**src/rtl/ngtf_pkg.sv**
```systemverilog
package ngtf_pkg;

    // stream and frame constants
    localparam logic [7:0] MAGIC_FIRST  = 8'h16;
    localparam logic [7:0] MAGIC_SECOND = 8'h03;
    localparam logic [7:0] LINE_START   = 8'h24;
    localparam logic [7:0] CHAR_ZERO    = 8'h30;
    localparam logic [7:0] CHAR_NINE    = 8'h39;

    localparam int HEADER_LEN = 6;
    localparam int TIME_LEN   = 6;
    localparam int POS_MAX    = HEADER_LEN + TIME_LEN;
    localparam int FRAME_LEN  = 6;

    localparam int SECS_PER_HOUR = 3600;
    localparam int SECS_PER_MIN  = 60;

    // widest seconds value is 99*3600 + 99*60 + 99 = 362439
    localparam int SEC_W = 19;
    localparam int POS_W = 4;
    localparam int CNT_W = 3;
    localparam int DIG_W = 3;

    typedef logic [3:0] t_digit;

    // request from the line parser to the frame sender
    typedef struct packed {
        logic             fire;
        logic [SEC_W-1:0] seconds;
    } t_frame_req;

    // expected header text "GPGGA,"
    function automatic logic [7:0] header_char(input logic [POS_W-1:0] pos);
        logic [7:0] c;
        case (pos)
            4'd0:    c = 8'h47;
            4'd1:    c = 8'h50;
            4'd2:    c = 8'h47;
            4'd3:    c = 8'h47;
            4'd4:    c = 8'h41;
            4'd5:    c = 8'h2c;
            default: c = 8'h00;
        endcase
        return c;
    endfunction

endpackage

```
**src/rtl/ngtf_rx_if.sv**
```systemverilog
interface ngtf_rx_if;
    logic       valid;
    logic       ready;
    logic [7:0] rx_byte;

    modport source (output valid, output rx_byte, input ready);
    modport sink (input valid, input rx_byte, output ready);
endinterface

```
**src/rtl/ngtf_tx_if.sv**
```systemverilog
interface ngtf_tx_if;
    logic       valid;
    logic       ready;
    logic [7:0] tx_byte;
    logic       last_byte;

    modport source (output valid, output tx_byte, output last_byte, input ready);
    modport sink (input valid, input tx_byte, input last_byte, output ready);
endinterface

```
**src/rtl/ngtf_parser.sv**
```systemverilog
module ngtf_parser (
    input  logic                i_clk,
    input  logic                i_rst_n,
    input  logic                i_accept,
    input  logic [7:0]          i_byte,
    input  logic                i_one_shot,
    output ngtf_pkg::t_frame_req o_req
);

    logic                          r_started, n_started;
    logic [ngtf_pkg::POS_W-1:0]    r_pos, n_pos;
    logic                          r_hdr_ok, n_hdr_ok;
    logic                          r_dig_ok, n_dig_ok;
    logic                          r_sent, n_sent;
    ngtf_pkg::t_digit              r_digits [ngtf_pkg::TIME_LEN];

    logic                          is_dollar;
    logic                          is_digit;
    logic                          in_header;
    logic                          in_time;
    logic                          dig_we;
    logic [ngtf_pkg::DIG_W-1:0]    dig_idx;
    ngtf_pkg::t_digit              dig_val;
    logic [6:0]                    hours, mins, secs;

    assign is_dollar = (i_byte == ngtf_pkg::LINE_START);
    assign is_digit  = (i_byte inside {[ngtf_pkg::CHAR_ZERO:ngtf_pkg::CHAR_NINE]});
    assign in_header = (r_pos < ngtf_pkg::POS_W'(ngtf_pkg::HEADER_LEN));
    assign in_time   = !in_header && (r_pos < ngtf_pkg::POS_W'(ngtf_pkg::POS_MAX));
    assign dig_idx   = ngtf_pkg::DIG_W'(r_pos - ngtf_pkg::POS_W'(ngtf_pkg::HEADER_LEN));
    assign dig_val   = 4'(i_byte - ngtf_pkg::CHAR_ZERO);
    assign dig_we    = i_accept && !is_dollar && r_started && in_time && is_digit;

    // frame fires at the dollar that closes a complete, valid line, unless one_shot is set and a frame was already sent
    assign o_req.fire = i_accept && is_dollar && r_started && r_hdr_ok && r_dig_ok
                        && (r_pos == ngtf_pkg::POS_W'(ngtf_pkg::POS_MAX))
                        && !(i_one_shot && r_sent);

    // hh mm ss to seconds of day, constant multiplies only
    assign hours = 7'(r_digits[0]) * 7'd10 + 7'(r_digits[1]);
    assign mins  = 7'(r_digits[2]) * 7'd10 + 7'(r_digits[3]);
    assign secs  = 7'(r_digits[4]) * 7'd10 + 7'(r_digits[5]);
    assign o_req.seconds =
        ngtf_pkg::SEC_W'(hours) * ngtf_pkg::SEC_W'(ngtf_pkg::SECS_PER_HOUR)
        + ngtf_pkg::SEC_W'(mins) * ngtf_pkg::SEC_W'(ngtf_pkg::SECS_PER_MIN)
        + ngtf_pkg::SEC_W'(secs);

    // line state update
    always_comb begin
        n_started = r_started;
        n_pos     = r_pos;
        n_hdr_ok  = r_hdr_ok;
        n_dig_ok  = r_dig_ok;
        n_sent    = r_sent;
        if (i_accept) begin
            if (is_dollar) begin
                n_started = 1'b1;
                n_pos     = '0;
                n_hdr_ok  = 1'b1;
                n_dig_ok  = 1'b1;
                if (o_req.fire) begin
                    n_sent = 1'b1;
                end
            end else if (r_started) begin
                if (in_header) begin
                    if (i_byte != ngtf_pkg::header_char(r_pos)) begin
                        n_hdr_ok = 1'b0;
                    end
                end else if (in_time && !is_digit) begin
                    n_dig_ok = 1'b0;
                end
                if (r_pos < ngtf_pkg::POS_W'(ngtf_pkg::POS_MAX)) begin
                    n_pos = r_pos + 1'b1;
                end
            end
        end
    end

    always_ff @(posedge i_clk) begin
        if (!i_rst_n) begin
            r_started <= 1'b0;
            r_pos     <= '0;
            r_hdr_ok  <= 1'b0;
            r_dig_ok  <= 1'b0;
            r_sent    <= 1'b0;
        end else begin
            r_started <= n_started;
            r_pos     <= n_pos;
            r_hdr_ok  <= n_hdr_ok;
            r_dig_ok  <= n_dig_ok;
            r_sent    <= n_sent;
        end
    end

    // time digit store, one write per accepted digit
    always_ff @(posedge i_clk) begin
        if (dig_we) begin
            r_digits[dig_idx] <= dig_val;
        end
    end

endmodule

```
**src/rtl/nmea_gpgga_time_to_frame.sv**
```systemverilog
// channel | dir | handshake   | payload
// i_rx    | in  | valid/ready | rx_byte[7:0]
// o_tx    | out | valid/ready | tx_byte[7:0], last_byte
// i_cfg   | in  | we only     | i_cfg_data (one_shot)
//
// one received byte per cycle; a byte is parsed in the cycle it is taken
// a closing '$' loads a six byte frame register, first byte visible next cycle
// the frame drains one byte per cycle of o_tx.ready; other bytes keep flowing
// a '$' waits (ready low) only while a previous frame is still draining
// synchronous active-low reset; one_shot resets to 1
module nmea_gpgga_time_to_frame (
    input  logic          i_clk,
    input  logic          i_rst_n,
    ngtf_rx_if.sink       i_rx,
    ngtf_tx_if.source     o_tx,
    input  logic          i_cfg_we,
    input  logic          i_cfg_data
);

    logic                         r_one_shot;
    logic                         r_busy, n_busy;
    logic [ngtf_pkg::CNT_W-1:0]   r_cnt, n_cnt;
    logic [ngtf_pkg::SEC_W-1:0]   r_secs;
    logic [31:0]                  secs_word;
    logic                         rx_accept;
    logic                         tx_accept;
    logic                         is_last;
    ngtf_pkg::t_frame_req         req;

    // a dollar must wait for the frame register to drain
    assign i_rx.ready = !(r_busy && (i_rx.rx_byte == ngtf_pkg::LINE_START));
    assign rx_accept  = i_rx.valid && i_rx.ready;

    ngtf_parser u_parser (
        .i_clk      (i_clk),
        .i_rst_n    (i_rst_n),
        .i_accept   (rx_accept),
        .i_byte     (i_rx.rx_byte),
        .i_one_shot (r_one_shot),
        .o_req      (req)
    );

    // config register
    always_ff @(posedge i_clk) begin
        if (!i_rst_n) begin
            r_one_shot <= 1'b1;
        end else if (i_cfg_we) begin
            r_one_shot <= i_cfg_data;
        end
    end

    // output byte select
    assign secs_word = 32'(r_secs);
    assign is_last   = (r_cnt == ngtf_pkg::CNT_W'(ngtf_pkg::FRAME_LEN - 1));
    assign tx_accept = o_tx.valid && o_tx.ready;

    always_comb begin
        case (r_cnt)
            3'd0:    o_tx.tx_byte = ngtf_pkg::MAGIC_FIRST;
            3'd1:    o_tx.tx_byte = ngtf_pkg::MAGIC_SECOND;
            3'd2:    o_tx.tx_byte = secs_word[7:0];
            3'd3:    o_tx.tx_byte = secs_word[15:8];
            3'd4:    o_tx.tx_byte = secs_word[23:16];
            default: o_tx.tx_byte = secs_word[31:24];
        endcase
    end

    assign o_tx.valid     = r_busy;
    assign o_tx.last_byte = is_last;

    // frame sequencing
    always_comb begin
        n_busy = r_busy;
        n_cnt  = r_cnt;
        if (req.fire) begin
            n_busy = 1'b1;
            n_cnt  = '0;
        end else if (tx_accept) begin
            if (is_last) begin
                n_busy = 1'b0;
                n_cnt  = '0;
            end else begin
                n_cnt = r_cnt + 1'b1;
            end
        end
    end

    always_ff @(posedge i_clk) begin
        if (!i_rst_n) begin
            r_busy <= 1'b0;
            r_cnt  <= '0;
        end else begin
            r_busy <= n_busy;
            r_cnt  <= n_cnt;
        end
    end

    // seconds payload register
    always_ff @(posedge i_clk) begin
        if (req.fire) begin
            r_secs <= req.seconds;
        end
    end

`ifndef SYNTHESIS
    // a frame is never loaded over one still draining
    a_no_overlap: assert property (@(posedge i_clk) disable iff (!i_rst_n)
        req.fire |-> !r_busy)
        else $error("frame loaded while busy");

    // taking the last byte frees the frame register
    a_last_frees: assert property (@(posedge i_clk) disable iff (!i_rst_n)
        (tx_accept && o_tx.last_byte) |=> !r_busy)
        else $error("frame register not freed after last byte");

    // every frame starts with the first magic byte
    a_frame_start: assert property (@(posedge i_clk) disable iff (!i_rst_n)
        $rose(r_busy) |-> (o_tx.tx_byte == ngtf_pkg::MAGIC_FIRST))
        else $error("frame does not start with magic byte");
`endif

endmodule
```
**src/flat_wrapper.sv**
```systemverilog
// flat-port wrapper written by rule: the top's interface ports become plain ports
module nmea_gpgga_time_to_frame_flat 
  (i_clk, i_rst_n, i_cfg_we, i_cfg_data, i_rx_valid, i_rx_rx_byte, i_rx_ready, o_tx_valid, o_tx_tx_byte, o_tx_last_byte, o_tx_ready);
  ngtf_rx_if i_rx_i ();
  ngtf_tx_if o_tx_i ();
  input  logic i_clk;
  input  logic i_rst_n;
  input  logic i_cfg_we;
  input  logic i_cfg_data;
  input wire logic [$bits(i_rx_i.valid)-1:0] i_rx_valid;
  input wire logic [$bits(i_rx_i.rx_byte)-1:0] i_rx_rx_byte;
  output wire logic [$bits(i_rx_i.ready)-1:0] i_rx_ready;
  output wire logic [$bits(o_tx_i.valid)-1:0] o_tx_valid;
  output wire logic [$bits(o_tx_i.tx_byte)-1:0] o_tx_tx_byte;
  output wire logic [$bits(o_tx_i.last_byte)-1:0] o_tx_last_byte;
  input wire logic [$bits(o_tx_i.ready)-1:0] o_tx_ready;
  assign i_rx_i.valid = i_rx_valid;
  assign i_rx_i.rx_byte = i_rx_rx_byte;
  assign i_rx_ready = i_rx_i.ready;
  assign o_tx_valid = o_tx_i.valid;
  assign o_tx_tx_byte = o_tx_i.tx_byte;
  assign o_tx_last_byte = o_tx_i.last_byte;
  assign o_tx_i.ready = o_tx_ready;
  nmea_gpgga_time_to_frame u_core (.i_clk(i_clk), .i_rst_n(i_rst_n), .i_rx(i_rx_i), .o_tx(o_tx_i), .i_cfg_we(i_cfg_we), .i_cfg_data(i_cfg_data));
endmodule
```
**config.mk**
```make
export PLATFORM = sky130hd
export DESIGN_NAME = nmea_gpgga_time_to_frame_flat
export DESIGN_NICKNAME = d
export VERILOG_FILES = /design/src/rtl/ngtf_pkg.sv /design/src/rtl/ngtf_rx_if.sv /design/src/rtl/ngtf_tx_if.sv /design/src/rtl/ngtf_parser.sv /design/src/rtl/nmea_gpgga_time_to_frame.sv /design/src/flat_wrapper.sv
export SDC_FILE = /design/constraint.sdc
export NUM_CORES = 1
export LEC_CHECK = 0
export BUFFER_PORTS_ARGS = -buffer_cell sky130_fd_sc_hd__buf_2
export CAP_MARGIN = 40
export CORE_MARGIN = 4
export CORE_UTILIZATION = 63
export DETAILED_ROUTE_END_ITERATION = 12
export PLACE_DENSITY = 0.82
export SLEW_MARGIN = 20
export SYNTH_ARGS = -nofsm -noshare
export SYNTH_HDL_FRONTEND = slang
export SYNTH_SLANG_ARGS = --single-unit
```
**constraint.sdc**
```tcl
create_clock -name i_clk -period 6.8 [get_ports i_clk]
set_input_delay 0.68 -clock i_clk [delete_from_list [all_inputs] [get_ports i_clk]]
set_output_delay 0.68 -clock i_clk [all_outputs]
set_load 0.03 [all_outputs]
```
# Word-level counts from Yosys, hierarchy flattened
# Memory sizes are Yosys's and may differ from the RTL's.
# Index checks and enable logic that the tools add are counted.
# word_totals
regBits	32
mem_bits_rw	24
out_inout_bits	11
wordCells	105
n_memories	1
# classes
n_mul	5
addsub	9
n_bitwise	1
reduce_logical	39
n_eq_ne	14
muxes	23
order_cmp	4
# memory_table
memory	depth	width	rd	rd_clocked_by_memory_dff	wr	line	rtl
u_core.u_parser.r_digits	6	4	6	0	1	ngtf_parser.sv:15	ngtf_pkg::t_digit r_digits [ngtf_pkg::TIME_LEN];
# op_table
cell	n
$pmux W8 S5	1
$mux W8	4
$pmux W7 S4	1
$add A7 B4 Y7	3
$add A19 B13 Y19	1
$add A19 B7 Y19	1
$mul A4 B3 Y6 const B	3
$logic_and A1 B1 Y1	17
$mul A7 B8 Y15 const B	1
$reduce_bool A2 Y1	7
$mux W1	13
$mux W4	3
$mul A7 B4 Y11 const B	1
$eq A4 B2 Y1 const B	2
$eq A4 B3 Y1 const B	2
$eq A8 B6 Y1 const B	1
$ge A8 B6 Y1 const B	1
$le A8 B6 Y1 const B	1
$ne A8 B8 Y1	1
$reduce_and A4 Y1	2
$eq A3 B2 Y1 const B	2
$eq A3 B3 Y1 const B	2
$reduce_and A3 Y1	2
$logic_not A1 Y1	5
17 further kinds	18

# Longest topological paths before layout
# depth
word_depth	12
ltp_mapped	24
mapped_depth_nobuf	24

# By module
# Synthesis repeated with hierarchy kept, for this count alone.
# unflattened
hier_cells	486
hier_area_um2	5041.1
# modules_own_cells
mod	n_inst	area_each_um2	cells_each
ngtf_parser	1	4083.9	416
nmea_gpgga_time_to_frame	1	957.2	70

# Worst setup path before layout
# OpenSTA, ideal clock, no wires.
# synth_timing
path_kind	register -> register
startpoint	memory u_core.u_parser.r_digits[2][0] (netlist bit)
endpoint	register u_core.r_secs[18] (netlist bit), data pin
arrival_time_ns	5.127
synth_period_minus_slack_ns	5.387
path_buffers	0
setup_ns	0.260
required_ns	6.540
stages_incl_launch_ff	21
setup_slack_ns	1.413
path_cell_list	edfxtp_1 -> ha_1 -> ha_1 -> xor2_1 -> fa_1 -> fa_1 -> inv_1 -> ha_1 -> a21o_1 -> a21oi_1 -> o21bai_1 -> a21oi_1 -> xnor2_1 -> ha_1 -> ha_1 -> inv_1 -> o41ai_1 -> a41oi_1 -> nor3b_1 -> nand3_1 -> xnor2_1
# synth_rtl
element	line	rtl
start: declaration	ngtf_parser.sv:15	
end signal: assignment	nmea_gpgga_time_to_frame.sv:101	r_secs <= req.seconds;
end: declaration	nmea_gpgga_time_to_frame.sv:23	logic [ngtf_pkg::SEC_W-1:0] r_secs;

==> summary.md <==
| Metric | Value |
|---|---|
| Worst slew pin tran | `0.7020 ns` |
| Critical path endpoint category | `flop` |
| Synth unique cells | `between 50 and 60` |
| TNS Setup | `0 ns` |
| Total number of vias | `between 3,000 and 4,000` |
| Cts hold-fix bufs | `0` |
| Setup Skew | `0.008671 ns` |
| Commonest cells in the netlist | `92 x ha_1, 59 x inv_1, 43 x edfxtp_1, 35 x a21oi_1, 34 x xnor2_1` |
| Fin Hold WS | `0.4303 ns` |
| PwrDens | `about 110 mW/mm²` |
| Crit-path max FO | `3` |
| Layout cells sized above 1 | `roughly 7.3%` |
| Worst Hold Class | `reg -> reg` |
| GR Util All Layers | `20.45%` |
| GR Overflow Total | `0` |
| Static Leak | `2.391 nW` |
| Most used cell, CP | `ha_1` |
| Antenna-violating nets left | `0` |
| Crit path cell chain | `ha_1 -> ha_1 -> xor2_1 -> inv_1 -> ha_1 -> xnor2_1 -> fa_1 -> inv_1 -> ha_1 -> a21oi_1 -> o21bai_1 -> a21oi_1 -> xnor2_1 -> ha_1 -> ha_1 -> inv_1 -> o41ai_1 -> a41oi_1 -> nor3b_1 -> nand3_1 -> xnor2_1` |
| Core box area | `0.007767 mm²` |
| DR pass1 iterations | `4` |
| Mapped Avg Cell Area | `just over 10 µm²` |
| CP Class | `reg -> reg` |
| RSZ-0062 raised after global routing | `false` |
| Residual DRC | `0` |
| Path depth of the worst reg2reg path | `21` |
| Critical Path RT | `a little under 7 ns` |
| R2r endpoint | `u_core.r_secs[18]` |
| Initial antenna violation count | `0` |
| Post-DP HPWL | `7.609 mm` |
| Area Overhead vs Synth | `6.800%` |
| Pins over their slew limit | `0` |
| Worst Setup Start Kind | `flop` |
| Final nets | `646` |
| Clock net sink count | `56` |
| Die area | `approximately 0.0095 mm²` |
| Worst Path Buf+Inv | `3` |
| Post-CTS Setup Inserts | `0` |
| Vias in the first global route | `about 3,600` |
| Post-Route WL | `between 9 and 10 mm` |
| Ys Warns | `0` |
| Max stage delay cell, worst path | `fa_1` |
| Mapped Cells | `494` |
| Global-route wire length before repair | `approximately 16 mm` |
| Post-cts sizing count | `0` |
| Row Count | `32` |
| Number of flops mapped to enable cells by yosys | `43` |
| # diodes | `0` |
| Latest clock arrival within the worst-skew pair | `0.31 ns` |
| Final Util | `between 60% and 70%` |
| Crit path to | `u_core.r_secs[18]` |
| Delay-heaviest family, CP | `adder cells` |
| Async S/R FF share, synth | `0%` |
| Post-Syn Nets | `about 620` |
| H-Tree Depth | `2` |
| CTS root buffer | `clkbuf_8` |
| Die X | `about 98 µm` |
| Setup crit start | `u_core.u_parser.r_digits[2][0]` |
| Largest net degree at the start of global routing | `20` |
| Worst-path clk slew | `approximately 0.1 ns` |
| Worst vdd ir | `about 0.087 mV` |
| PortBufs | `24` |
| Worst R2R Start | `u_core.u_parser.r_digits[2][0]` |
| MaxCap Viol Count | `0` |
| Flop and latch count out of synthesis | `56` |
| Largest area contributor in the netlist | `edfxtp_1` |
| Seq/Total Area, Yosys | `about 31%` |
| R2R setup slack | `about 0.78 ns` |
| Die Y-Extent | `97.62 µm` |
| Slew headroom | `a little over half` |
| Arr. time, crit path | `6.09 ns` |
| WP depth | `21` |
| Final Hold Fails | `0` |
| Cell area after synthesis | `0.005060 mm²` |
| Final Setup Violations | `0` |
| I/O Pins | `25` |
| Max Clock Freq | `approximately 170 MHz` |
| Most used DFF post-synth | `edfxtp_1` |
| DR vias/cell | `5.696` |
| Total CTS buffers | `5` |
| CTS tree | `done` |
| WL/cell | `approximately 15 µm` |
| Largest cells by area after synthesis | `edfxtp_1 26%, ha_1 23%, fa_1 8.7%` |
| Area share of the largest cell type after synthesis | `about a quarter` |
| Outcome | `finished clean` |
| Final Cycle Share | `between 80% and 90%` |
| Fin crit period | `between 6 and 7 ns` |
| Gpl congestion | `0.9052` |
| Most frequent cell after synthesis | `ha_1` |
| Initial Utilization | `65.14%` |
| 1st-iter DRT viols | `121` |
| Slowest Stage Delay on Critical Path | `~0.53 ns` |
| Max Buffers Root-to-Sink | `2` |
==> worst min path at each step <==
stage / cells past startpoint / end / start / slack [ns]
after floorplan: 0 / u_core.r_secs[0] / u_core.u_parser.r_digits[5][0] / 0.40
after global placement: 0 / u_core.r_secs[0] / u_core.u_parser.r_digits[5][0] / 0.40
after detailed placement: 0 / u_core.r_secs[0] / u_core.u_parser.r_digits[5][0] / 0.41
after CTS: 0 / u_core.r_secs[0] / u_core.u_parser.r_digits[5][0] / 0.43
after global routing: 0 / u_core.r_secs[0] / u_core.u_parser.r_digits[5][0] / 0.44
final: 0 / u_core.r_secs[0] / u_core.u_parser.r_digits[5][0] / 0.43
==> per-layer routing <==
metal | track usage, % | wire length [µm] | up-vias
met2 | 36.64 | 4642 | 76
li1 | - | - | 1774
met5 | 0 | 0 | -
met1 | 25.20 | 3896 | 1670
met4 | 5.538 | 193 | 0
met3 | 3.733 | 391 | 17
==> per-stage QoR <==
stage,cell area [µm²],total power [mW],setup WS (ns),std cells
floorplan,5060,0.3793,1.413,494
global placement,5281,0.3882,1.132,613
detailed placement,5281,0.3889,0.8281,613
CTS,5404,0.6108,0.7681,621
global route,5404,0.6283,0.3293,621
finish,5404,0.6046,0.7764,621
==> cell type report <==
class	count	area (µm²)
Multi-Input combinational cell	372	3261
Fill cell	573	2364
Sequential cell	56	1551
Inverter	59	221.5
Tap cell	102	127.6
Clock buffer	8	122.6
Timing Repair Buffer	24	120.1
==> cell families (layout without fill, tap and decap cells) <==
group                    after synthesis  in the layout  synth area share (%)
adder cells (fa/ha/maj)              114            114                 31.45
AND/OR/NAND/NOR                      104            104                 10.56
AO/OA/AOI/OAI                         97             97                 12.19
buffers and inverters                 66             91                 4.896
flip-flops                            56             56                 30.66
XOR/XNOR                              53             53                 9.174
multiplexers                           4              4                 1.063
==> sequential cells by signal, summed over array words and instances, names as in the netlist <==
name,count
u_core.u_parser.r_dig_ok,1
u_core.u_parser.r_started,1
u_core.u_parser.r_sent,1
u_core.o_tx.valid,1
u_core.u_parser.r_digits,24
u_core.r_cnt,3
u_core.r_one_shot,1
u_core.u_parser.r_hdr_ok,1
u_core.r_secs,19
u_core.u_parser.r_pos,4
==> placed cells by master (no fill, tap or decap), types with 9 or more instances in the layout <==
master and instances:
xnor2_1 34, nor2_1 21, a21o_1 10, a21oi_1 35, edfxtp_1 43, fa_1 22, buf_2 24, ha_1 92
xor2_1 19, dfxtp_1 13, nand2_1 31, inv_1 59, o21ai_0 17, nor2b_1 9
==> report_power, final <==
part	switching (mW)	internal [mW]	leakage, nW	total (mW)
Sequential	0.000210	0.365	0.491	0.366
Clock	0.106	0.118	0.0618	0.223
Combinational	0.00958	0.00587	1.84	0.0154
Power figures use the tool's default switching activity.
